<file path="config.mk">
export PLATFORM = sky130hd
export DESIGN_NAME = running_mean_variance_core
export DESIGN_NICKNAME = d
export VERILOG_FILES = /design/src/rtl/rmv_pkg.sv /design/src/rtl/rmv_ctrl.sv /design/src/rtl/rmv_dp.sv /design/src/rtl/running_mean_variance_core.sv
export SDC_FILE = /design/constraint.sdc
export NUM_CORES = 2
export LEC_CHECK = 0
export BUFFER_PORTS_ARGS = -buffer_cell sky130_fd_sc_hd__buf_4
export CORE_UTILIZATION = 46
export DETAILED_ROUTE_END_ITERATION = 7
export GPL_TIMING_DRIVEN = 0
export RECOVER_POWER = 100
export SYNTH_ARGS = -nofsm -noshare
export SYNTH_HDL_FRONTEND = slang
export SYNTH_SLANG_ARGS = --single-unit
</file>
<file path="constraint.sdc">
create_clock -name clk -period 14.77 [get_ports clk]
set_clock_uncertainty 0.05 [all_clocks]
set_input_delay 2.2155 -clock clk [delete_from_list [all_inputs] [get_ports clk]]
set_output_delay 2.2155 -clock clk [all_outputs]
set_load 0.03 [all_outputs]
</file>
<file path="src/rtl/rmv_pkg.sv">
// shared types for the running mean and variance block
package rmv_pkg;

    // fixed output field widths and the sum register width
    localparam int VAR_BITS = 48;
    localparam int SD_BITS  = 32;
    localparam int SUM_BITS = 64;

    typedef enum logic [3:0] {
        ST_IDLE,
        ST_DIV_MEAN,
        ST_MEAN_UPD,
        ST_MUL,
        ST_SUM_UPD,
        ST_VAR_CHK,
        ST_DIV_VAR,
        ST_VAR_UPD,
        ST_SQRT,
        ST_SD_UPD,
        ST_DONE
    } state_t;

    typedef struct packed {
        logic accept;
        logic div_step;
        logic mean_upd;
        logic mul_step;
        logic sum_upd;
        logic var_start;
        logic var_upd;
        logic sq_step;
        logic sd_upd;
        logic var_zero;
        logic out_load;
    } cmd_t;

    typedef struct packed {
        logic skip;
        logic unit_done;
        logic two_plus;
    } status_t;

endpackage

</file>
<file path="src/rtl/rmv_ctrl.sv">
// sequencer for the running mean and variance block
module rmv_ctrl (
    input  logic            clk,
    input  logic            rst_n,
    input  logic            in_valid,
    output logic            in_stall,
    output logic            out_valid,
    input  logic            out_stall,
    input  rmv_pkg::status_t sts,
    output rmv_pkg::cmd_t    cmd
);

    rmv_pkg::state_t state_reg;
    rmv_pkg::state_t state_next;
    logic            out_valid_reg;
    logic            out_valid_next;

    always_ff @(posedge clk or negedge rst_n)
    begin
        if (!rst_n)
        begin
            state_reg     <= rmv_pkg::ST_IDLE;
            out_valid_reg <= 1'b0;
        end
        else
        begin
            state_reg     <= state_next;
            out_valid_reg <= out_valid_next;
        end
    end

    always_comb
    begin
        state_next = state_reg;
        cmd        = '0;
        in_stall   = 1'b1;
        unique case (state_reg)
            rmv_pkg::ST_IDLE:
            begin
                in_stall = 1'b0;
                if (in_valid)
                begin
                    cmd.accept = 1'b1;
                    state_next = sts.skip ? rmv_pkg::ST_VAR_CHK : rmv_pkg::ST_DIV_MEAN;
                end
            end
            rmv_pkg::ST_DIV_MEAN:
            begin
                if (sts.unit_done)
                    state_next = rmv_pkg::ST_MEAN_UPD;
                else
                    cmd.div_step = 1'b1;
            end
            rmv_pkg::ST_MEAN_UPD:
            begin
                cmd.mean_upd = 1'b1;
                state_next   = rmv_pkg::ST_MUL;
            end
            rmv_pkg::ST_MUL:
            begin
                if (sts.unit_done)
                    state_next = rmv_pkg::ST_SUM_UPD;
                else
                    cmd.mul_step = 1'b1;
            end
            rmv_pkg::ST_SUM_UPD:
            begin
                cmd.sum_upd = 1'b1;
                state_next  = rmv_pkg::ST_VAR_CHK;
            end
            rmv_pkg::ST_VAR_CHK:
            begin
                if (sts.two_plus)
                begin
                    cmd.var_start = 1'b1;
                    state_next    = rmv_pkg::ST_DIV_VAR;
                end
                else
                begin
                    cmd.var_zero = 1'b1;
                    state_next   = rmv_pkg::ST_DONE;
                end
            end
            rmv_pkg::ST_DIV_VAR:
            begin
                if (sts.unit_done)
                    state_next = rmv_pkg::ST_VAR_UPD;
                else
                    cmd.div_step = 1'b1;
            end
            rmv_pkg::ST_VAR_UPD:
            begin
                cmd.var_upd = 1'b1;
                state_next  = rmv_pkg::ST_SQRT;
            end
            rmv_pkg::ST_SQRT:
            begin
                if (sts.unit_done)
                    state_next = rmv_pkg::ST_SD_UPD;
                else
                    cmd.sq_step = 1'b1;
            end
            rmv_pkg::ST_SD_UPD:
            begin
                cmd.sd_upd = 1'b1;
                state_next = rmv_pkg::ST_DONE;
            end
            rmv_pkg::ST_DONE:
            begin
                if (!out_valid_reg || !out_stall)
                begin
                    cmd.out_load = 1'b1;
                    state_next   = rmv_pkg::ST_IDLE;
                end
            end
            default:
            begin
                state_next = rmv_pkg::ST_IDLE;
            end
        endcase
    end

    always_comb
    begin
        if (cmd.out_load)
            out_valid_next = 1'b1;
        else if (out_valid_reg && !out_stall)
            out_valid_next = 1'b0;
        else
            out_valid_next = out_valid_reg;
    end

    assign out_valid = out_valid_reg;

endmodule

</file>
<file path="src/rtl/rmv_dp.sv">
// statistics registers, serial divider, multiplier and square root
module rmv_dp #(
    parameter int SAMPLE_BITS = 32,
    parameter int FRAC_BITS   = 16,
    parameter int COUNT_BITS  = 32
) (
    input  logic                            clk,
    input  logic                            rst_n,
    input  rmv_pkg::cmd_t                   cmd,
    output rmv_pkg::status_t                sts,
    input  logic signed [SAMPLE_BITS-1:0]   sample,
    input  logic                            sample_invalid,
    output logic [COUNT_BITS-1:0]           sample_count,
    output logic signed [SAMPLE_BITS-1:0]   minimum,
    output logic signed [SAMPLE_BITS-1:0]   maximum,
    output logic signed [SAMPLE_BITS-1:0]   mean_value,
    output logic [rmv_pkg::VAR_BITS-1:0]    variance,
    output logic [rmv_pkg::SD_BITS-1:0]     std_dev
);

    localparam int XB   = (SAMPLE_BITS <= 46) ? 16 : (62 - SAMPLE_BITS);
    localparam int MW   = SAMPLE_BITS + XB;
    localparam int DW   = MW + 1;
    localparam int PW   = 2 * MW;
    localparam int PS   = FRAC_BITS + 2 * XB;
    localparam int SW   = rmv_pkg::SUM_BITS;
    localparam int EW   = PW + SW;
    localparam int VW   = rmv_pkg::VAR_BITS;
    localparam int SDW  = rmv_pkg::SD_BITS;
    localparam int RW   = (VW + FRAC_BITS + 1) / 2;
    localparam int OPW  = 2 * RW;
    localparam int RXW  = RW + SDW;
    localparam int CNTW = 7;

    localparam logic [CNTW-1:0] DIV_STEPS = CNTW'(SW);
    localparam logic [CNTW-1:0] MUL_STEPS = CNTW'(MW);
    localparam logic [CNTW-1:0] SQ_STEPS  = CNTW'(RW);
    localparam logic [COUNT_BITS-1:0] CMAX = '1;
    localparam logic [SAMPLE_BITS-1:0] SMAX = {1'b0, {(SAMPLE_BITS-1){1'b1}}};
    localparam logic [SAMPLE_BITS-1:0] SMIN = {1'b1, {(SAMPLE_BITS-1){1'b0}}};

    // running state
    logic [COUNT_BITS-1:0]  count_reg;
    logic [SAMPLE_BITS-1:0] min_reg;
    logic [SAMPLE_BITS-1:0] max_reg;
    logic [MW-1:0]          mean_reg;
    logic [SW-1:0]          sum_reg;

    // per item working registers
    logic [MW-1:0]          xe_reg;
    logic                   dneg_reg;
    logic [MW-1:0]          dmag_reg;
    logic [CNTW-1:0]        cnt_reg;
    logic [COUNT_BITS:0]    rem_reg;
    logic [SW-1:0]          quo_reg;
    logic [COUNT_BITS-1:0]  dvs_reg;
    logic [PW-1:0]          mula_reg;
    logic [MW-1:0]          mulb_reg;
    logic [PW-1:0]          prod_reg;
    logic [OPW-1:0]         sqop_reg;
    logic [RW:0]            sqrem_reg;
    logic [RW-1:0]          root_reg;
    logic [VW-1:0]          var_reg;
    logic [SDW-1:0]         sd_reg;

    // output beat registers
    logic [COUNT_BITS-1:0]  cnt_out_reg;
    logic [SAMPLE_BITS-1:0] min_out_reg;
    logic [SAMPLE_BITS-1:0] max_out_reg;
    logic [SAMPLE_BITS-1:0] mean_out_reg;
    logic [VW-1:0]          var_out_reg;
    logic [SDW-1:0]         sd_out_reg;

    logic [COUNT_BITS-1:0]  count_inc;
    logic [MW-1:0]          xe;
    logic [DW-1:0]          delta;
    logic [DW-1:0]          dmag_full;
    logic [MW-1:0]          mean_new;
    logic [DW-1:0]          d2;
    logic [DW-1:0]          d2mag;
    logic [COUNT_BITS:0]    div_sh;
    logic                   div_bit;
    logic [EW-1:0]          prod_ext;
    logic [SW:0]            sum_add;
    logic [RW+2:0]          sq_sh;
    logic [RW+2:0]          sq_trial;
    logic                   sq_bit;
    logic [RXW-1:0]         root_ext;

    assign count_inc = (count_reg == CMAX) ? count_reg : count_reg + 1'b1;
    assign xe        = {sample, {XB{1'b0}}};
    assign delta     = {xe[MW-1], xe} - {mean_reg[MW-1], mean_reg};
    assign dmag_full = delta[DW-1] ? (~delta + 1'b1) : delta;

    assign mean_new  = dneg_reg ? (mean_reg - quo_reg[MW-1:0]) : (mean_reg + quo_reg[MW-1:0]);
    assign d2        = {xe_reg[MW-1], xe_reg} - {mean_new[MW-1], mean_new};
    assign d2mag     = d2[DW-1] ? (~d2 + 1'b1) : d2;

    assign div_sh    = {rem_reg[COUNT_BITS-1:0], quo_reg[SW-1]};
    assign div_bit   = (div_sh >= {1'b0, dvs_reg});

    assign prod_ext  = EW'(prod_reg) >> PS;
    assign sum_add   = {1'b0, sum_reg} + {1'b0, prod_ext[SW-1:0]};

    assign sq_sh     = {sqrem_reg, sqop_reg[OPW-1:OPW-2]};
    assign sq_trial  = {1'b0, root_reg, 2'b01};
    assign sq_bit    = (sq_sh >= sq_trial);
    assign root_ext  = RXW'(root_reg);

    always_ff @(posedge clk or negedge rst_n)
    begin
        if (!rst_n)
        begin
            count_reg <= '0;
            min_reg   <= SMAX;
            max_reg   <= SMIN;
            mean_reg  <= '0;
            sum_reg   <= '0;
            cnt_reg   <= '0;
        end
        else
        begin
            if (cmd.accept && !sample_invalid)
            begin
                count_reg <= count_inc;
                if ($signed(sample) > $signed(max_reg))
                    max_reg <= sample;
                if ($signed(sample) < $signed(min_reg))
                    min_reg <= sample;
                cnt_reg <= DIV_STEPS;
            end
            if (cmd.mean_upd)
            begin
                mean_reg <= mean_new;
                cnt_reg  <= MUL_STEPS;
            end
            if (cmd.sum_upd)
            begin
                if ((|(prod_ext >> SW)) || sum_add[SW])
                    sum_reg <= '1;
                else
                    sum_reg <= sum_add[SW-1:0];
            end
            if (cmd.var_start)
                cnt_reg <= DIV_STEPS;
            if (cmd.var_upd)
                cnt_reg <= SQ_STEPS;
            if (cmd.div_step || cmd.mul_step || cmd.sq_step)
                cnt_reg <= cnt_reg - 1'b1;
        end
    end

    always_ff @(posedge clk)
    begin
        if (cmd.accept)
        begin
            xe_reg   <= xe;
            dneg_reg <= delta[DW-1];
            dmag_reg <= dmag_full[MW-1:0];
            rem_reg  <= '0;
            quo_reg  <= SW'(dmag_full[MW-1:0]);
            dvs_reg  <= count_inc;
        end
        if (cmd.div_step)
        begin
            rem_reg <= div_bit ? (div_sh - {1'b0, dvs_reg}) : div_sh;
            quo_reg <= {quo_reg[SW-2:0], div_bit};
        end
        if (cmd.mean_upd)
        begin
            mula_reg <= PW'(dmag_reg);
            mulb_reg <= d2mag[MW-1:0];
            prod_reg <= '0;
        end
        if (cmd.mul_step)
        begin
            if (mulb_reg[0])
                prod_reg <= prod_reg + mula_reg;
            mula_reg <= {mula_reg[PW-2:0], 1'b0};
            mulb_reg <= {1'b0, mulb_reg[MW-1:1]};
        end
        if (cmd.var_start)
        begin
            rem_reg <= '0;
            quo_reg <= sum_reg;
            dvs_reg <= count_reg - 1'b1;
        end
        if (cmd.var_upd)
        begin
            var_reg   <= (|(quo_reg >> VW)) ? '1 : quo_reg[VW-1:0];
            sqop_reg  <= (|(quo_reg >> VW)) ? (OPW'({VW{1'b1}}) << FRAC_BITS)
                                           : (OPW'(quo_reg[VW-1:0]) << FRAC_BITS);
            sqrem_reg <= '0;
            root_reg  <= '0;
        end
        if (cmd.sq_step)
        begin
            sqrem_reg <= sq_bit ? (RW+1)'(sq_sh - sq_trial) : (RW+1)'(sq_sh);
            root_reg  <= {root_reg[RW-2:0], sq_bit};
            sqop_reg  <= {sqop_reg[OPW-3:0], 2'b00};
        end
        if (cmd.sd_upd)
            sd_reg <= (|(root_ext >> SDW)) ? '1 : root_ext[SDW-1:0];
        if (cmd.var_zero)
        begin
            var_reg <= '0;
            sd_reg  <= '0;
        end
        if (cmd.out_load)
        begin
            cnt_out_reg  <= count_reg;
            min_out_reg  <= (count_reg != '0) ? min_reg : SMIN;
            max_out_reg  <= (count_reg != '0) ? max_reg : SMAX;
            mean_out_reg <= mean_reg[MW-1:XB];
            var_out_reg  <= var_reg;
            sd_out_reg   <= sd_reg;
        end
    end

    assign sts.skip      = sample_invalid;
    assign sts.unit_done = (cnt_reg == '0);
    assign sts.two_plus  = (count_reg > COUNT_BITS'(1));

    assign sample_count = cnt_out_reg;
    assign minimum      = min_out_reg;
    assign maximum      = max_out_reg;
    assign mean_value   = mean_out_reg;
    assign variance     = var_out_reg;
    assign std_dev      = sd_out_reg;

endmodule

</file>
<file path="src/rtl/running_mean_variance_core.sv">
// top level of the running mean and variance block
// usage:
//   input channel: one beat carries a signed fixed-point sample and an invalid
//   flag; it is taken when in_valid is high and in_stall is low. a flagged
//   sample leaves the statistics untouched but still yields one result beat.
//   output channel: one beat per input beat with count, min, max, mean,
//   sample variance and standard deviation, taken when out_valid is high and
//   out_stall is low; the result register holds steady while stalled.
// sequencing:
//   one beat in flight at a time. a valid sample goes through the bit-serial
//   divider used twice (mean step and variance), the bit-serial multiplier
//   and the two-bit-per-cycle square root.
//   a flagged sample skips the mean divide and the multiply.
//   below two samples the variance divide and root are skipped.
//   in_stall is low only while the sequencer idles; a finished beat waiting
//   in the output register does not block the next input beat, but the
//   sequencer waits at its end until that register frees up.
// reset: count, mean and sum clear, min/max go to their empty values,
//   out_valid drops.
module running_mean_variance_core #(
    parameter int SAMPLE_BITS = 32,
    parameter int FRAC_BITS   = 16,
    parameter int COUNT_BITS  = 32
) (
    input  logic                          clk,
    input  logic                          rst_n,
    input  logic                          in_valid,
    output logic                          in_stall,
    input  logic signed [SAMPLE_BITS-1:0] sample,
    input  logic                          sample_invalid,
    output logic                          out_valid,
    input  logic                          out_stall,
    output logic [COUNT_BITS-1:0]         sample_count,
    output logic signed [SAMPLE_BITS-1:0] minimum,
    output logic signed [SAMPLE_BITS-1:0] maximum,
    output logic signed [SAMPLE_BITS-1:0] mean_value,
    output logic [rmv_pkg::VAR_BITS-1:0]  variance,
    output logic [rmv_pkg::SD_BITS-1:0]   std_dev
);

    // command and status between sequencer and datapath
    rmv_pkg::cmd_t    cmd;
    rmv_pkg::status_t sts;

    rmv_ctrl u_ctrl (
        .clk       (clk),
        .rst_n     (rst_n),
        .in_valid  (in_valid),
        .in_stall  (in_stall),
        .out_valid (out_valid),
        .out_stall (out_stall),
        .sts       (sts),
        .cmd       (cmd)
    );

    rmv_dp #(
        .SAMPLE_BITS (SAMPLE_BITS),
        .FRAC_BITS   (FRAC_BITS),
        .COUNT_BITS  (COUNT_BITS)
    ) u_dp (
        .clk            (clk),
        .rst_n          (rst_n),
        .cmd            (cmd),
        .sts            (sts),
        .sample         (sample),
        .sample_invalid (sample_invalid),
        .sample_count   (sample_count),
        .minimum        (minimum),
        .maximum        (maximum),
        .mean_value     (mean_value),
        .variance       (variance),
        .std_dev        (std_dev)
    );

endmodule
</file>
==> results by group <==
Outcome
  • Outcome: complete, but fails checks
  • Failing checks: capacitance limit, slew limit

Route
  • DRT iter0 DRCs: roughly 4100
  • TritonRoute pass-1 iters: 6
  • Routed wire per std cell: approximately 22 microns
  • Via/cell ratio: ~5.8
  • Vias: 51300
  • Post-route DRC: 0
  • Routed WL: 195000 microns
  • Final ANT Viol Nets: 0

Clock network
  • Post_cts resized: 0
  • Htree depth: 3
  • Setup bufs post-CTS: 0
  • Clk_lat worst skew: around 0.78 ns
  • Post-CTS Hold Fix Bufs: 0
  • Reg clk slew, reported paths: roughly 0.060 ns
  • Clk buf depth: 3
  • CTS tree: done
  • CTS root buffer: clkbuf_16
  • Clock sink count: about 1100
  • Num CTS Buffers: between 100 and 150

Die
  • Die X: around 370 microns
  • DIE HEIGHT: approximately 370 microns
  • Rows: ~140
  • Die Area: between 100000 and 150000 sq um
  • Initial Util: around 47%
  • Core Region: 136000 sq um
  • Ports: ~250

Timing
  • Fin crit share: between 70% and 80%
  • Minimum clock period: approximately 12 ns
  • Hold Vio Cnt, Final: 0
  • Fmax: slightly below 0.09 GHz
  • Worst rel slew slack: -206%
  • Worst-case hold slack: about 0.33 ns
  • Max Slew Vio Count: about 650
  • Final setup violation count: 0
  • Worst Tran Pin Value: 4.58 ns
  • RSZ-0062 raised after global routing: false

Synthesis
  • Post-synthesis register bit count: 1070
  • Synthesized net count: between 6000 and 7000
  • Mean instance size in the synthesized netlist: 9.69 sq um
  • Sequential share of the synthesized area: 45.7%
  • Share of the synthesized area in the top cell type: between 30% and 40%
  • Asr flop ratio synth: 20.6%
  • Distinct cells, synth: between 100 and 150
  • Post-synth EDFFs: 640
  • Synthesis warning total: 0
  • Top post-synthesis cells by area: edfxtp_1, ha_1, dfrtp_1
  • Post-Synthesis Cells: 6543
  • Synth area leader: edfxtp_1
  • Top FF cell, synth: edfxtp_1
  • Synthesized cell area: around 63000 sq um

Critical path
  • Worst R2R End: u_dp.mulb_reg[20]$_DFFE_PP_
  • Crit path DAT: 11.94 ns
  • Reg2reg start: u_dp.quo_reg[0]$_DFFE_PP_
  • WP data required: roughly 15 ns
  • Flop2flop setup slack: approximately 3.2 ns
  • Crit path buf inv count: 4
  • CP endpoint: u_dp.mulb_reg[20]$_DFFE_PP_
  • Crit. path cell count: 37
  • CP Launch Point: u_dp.quo_reg[0]$_DFFE_PP_
  • FF-to-FF path depth: 37
  • Crit end category: flop
  • CP peak stage delay: between 0.7 and 0.8 ns
  • Top delay family on crit path: compound AO/OA/AOI/OAI gates
  • CP Max Fanout: 10
  • Worst path slowest cell: clkbuf_1
  • Crit Path Class: reg2reg
  • CP Launch Type: flop

Hold path
  • HP Class: reg2reg
  • Worst Hold Depth: 0

Global routing
  • Vias in the first global route: about 50000
  • Total GRT Usage: roughly 27%
  • Overflow left after global routing: 0
  • Initial antenna violation count: 5
  • First-pass GRT wire length: between 200000 and 300000 microns
  • Largest net degree at the start of global routing: 78

Place
  • IO Port Bufs: around 250
  • Placed insts: 8589
  • Post-DP HPWL: around 150000 microns
  • Routability congestion estimate: between 0.9 and 1

Pwr
  • Pleak: 0.0289 uW
  • Max VDD drop: about 0.10 mV
  • PwrDens: ~91 nW/um^2
  • Power Total: between 6000 and 7000 uW

Layout
  • Final std cells w/o fill: about 8800
  • Core Util, Final: approximately half
  • Nets@finish: 7351
  • Area growth syn-to-layout: 11.4%
  • Final-layout fill cell count: around 13000
  • Share of cells above drive strength 1: around 5.7%

Job
  • Max_cap viols: 18
## layout by cell type, fill, tap and decap left out, types with 120 or more instances in the layout
cell type and instances:
inv_1 301, xor2_1 175, ha_1 383, dfxtp_1 210, nand3_1 205, clkbuf_1 576
edfxtp_1 640, nor3_1 126, xnor2_1 317, clkbuf_16 120, a21o_1 203, nor2_1 552
a21oi_1 523, dfrtp_1 188, nand2_1 601, o21ai_0 380
## synthesized netlist by cell type, drive strengths merged (32+ instances only)
| cell | number |
|---|---|
| edfxtp | 640 |
| nand2 | 601 |
| nor2 | 553 |
| a21oi | 527 |
| o21ai | 392 |
| ha | 383 |
| xnor2 | 317 |
| inv | 302 |
| clkbuf | 273 |
| dfxtp | 210 |
| nand3 | 207 |
| a21o | 203 |
| dfrtp | 188 |
| xor2 | 175 |
| nor3 | 131 |
| and2 | 97 |
| a31oi | 95 |
| a211oi | 94 |
| nand4 | 73 |
| and3 | 70 |
| mux2 | 70 |
| a22o | 66 |
| nand2b | 60 |
| nor4 | 58 |
| mux2i | 57 |
| nor2b | 56 |
| a22oi | 53 |
| o31ai | 46 |
| o21a | 41 |
| buf | 40 |
| or3 | 39 |
| o21bai | 35 |
| or2 | 33 |
| dfstp | 32 |
## worst min-delay path by stage
stage / startpoint / end / slack, ns
floorplan: u_dp.sd_reg[0]$_SDFFE_PP0P_ / u_dp.std_dev[0]$_DFFE_PP_ / 0.36
global placement: u_dp.sd_reg[10]$_SDFFE_PP0P_ / u_dp.std_dev[10]$_DFFE_PP_ / 0.37
detailed placement: u_dp.sd_reg[15]$_SDFFE_PP0P_ / u_dp.std_dev[15]$_DFFE_PP_ / 0.37
CTS: u_dp.count_reg[13]$_DFFE_PN0P_ / u_dp.sample_count[13]$_DFFE_PP_ / 0.33
global route: u_dp.count_reg[13]$_DFFE_PN0P_ / u_dp.sample_count[13]$_DFFE_PP_ / 0.34
finish: u_dp.count_reg[13]$_DFFE_PN0P_ / u_dp.sample_count[13]$_DFFE_PP_ / 0.33
## final cells by class
class / instances / area (sq um) / share of cell area [%]
clock buffers: 151 / 3200 / 4.53
well taps: 1781 / 2230 / 3.15
multi-input cells: 4858 / 32000 / 45.3
clock inverters: 73 / 852 / 1.21
diodes: 2 / 5.00 / 0.00709
inverters: 302 / 1130 / 1.61
plain buffers: 313 / 1200 / 1.70
flip-flops and latches: 1070 / 29000 / 41.0
repair buffers: 265 / 1020 / 1.45
## worst reg2reg max path: cells and delay by family, from the launching register on
| kind | cells | cell delay, ns |
|---|---|---|
| AOI/OAI and AO/OA | 17 | 5.04 |
| and+or+nand+nor | 10 | 2.42 |
| buffers and inverters | 4 | 1.36 |
| adders and majority gates | 3 | 1.00 |
| xor gates and xnor gates | 3 | 0.76 |
| DFF | 1 | 0.62 |
## per-stage QoR
stage / setup WS, ns / TNS (ns) / instance area [sq um]
after floorplan: 1.91 / 0 / 63400
after global placement: -3.71 / -762.89 / 67500
after detailed placement: 3.80 / 0 / 67900
after CTS: 3.75 / 0 / 72000
after global routing: 2.55 / 0 / 70600
final: 3.23 / 0 / 70600
## routing by layer
metal	vias up	global-route usage, %	wire [microns]
met2	1554	42.2	85000
met1	24800	39.0	88900
met3	328	3.40	11700
met4	2	11.6	9700
met5	-	0	13
li1	24700	-	-
## power breakdown
part | switching (uW) | leakage, uW | internal [uW] | total, uW
logic | 131 | 0.0166 | 53.3 | 185
registers | 0.00000000000000911 | 0.0104 | 3150 | 3150
clock network | 1330 | 0.00196 | 1740 | 3070
total | 1460 | 0.0289 | 4950 | 6400
## logic make-up (layout without fill, tap and decap cells)
group	after synthesis	count (layout)	synth area share (%)
buf+inv	615	1104	3.70
mux	127	127	2.14
other cells	0	2	0
simple gates	2056	2056	15.6
flops	1070	1070	45.7
compound gates	1781	1781	18.1
fa+ha+maj	400	400	7.90
xor+xnor	494	494	6.89
(Power assumes the default switching activity.)
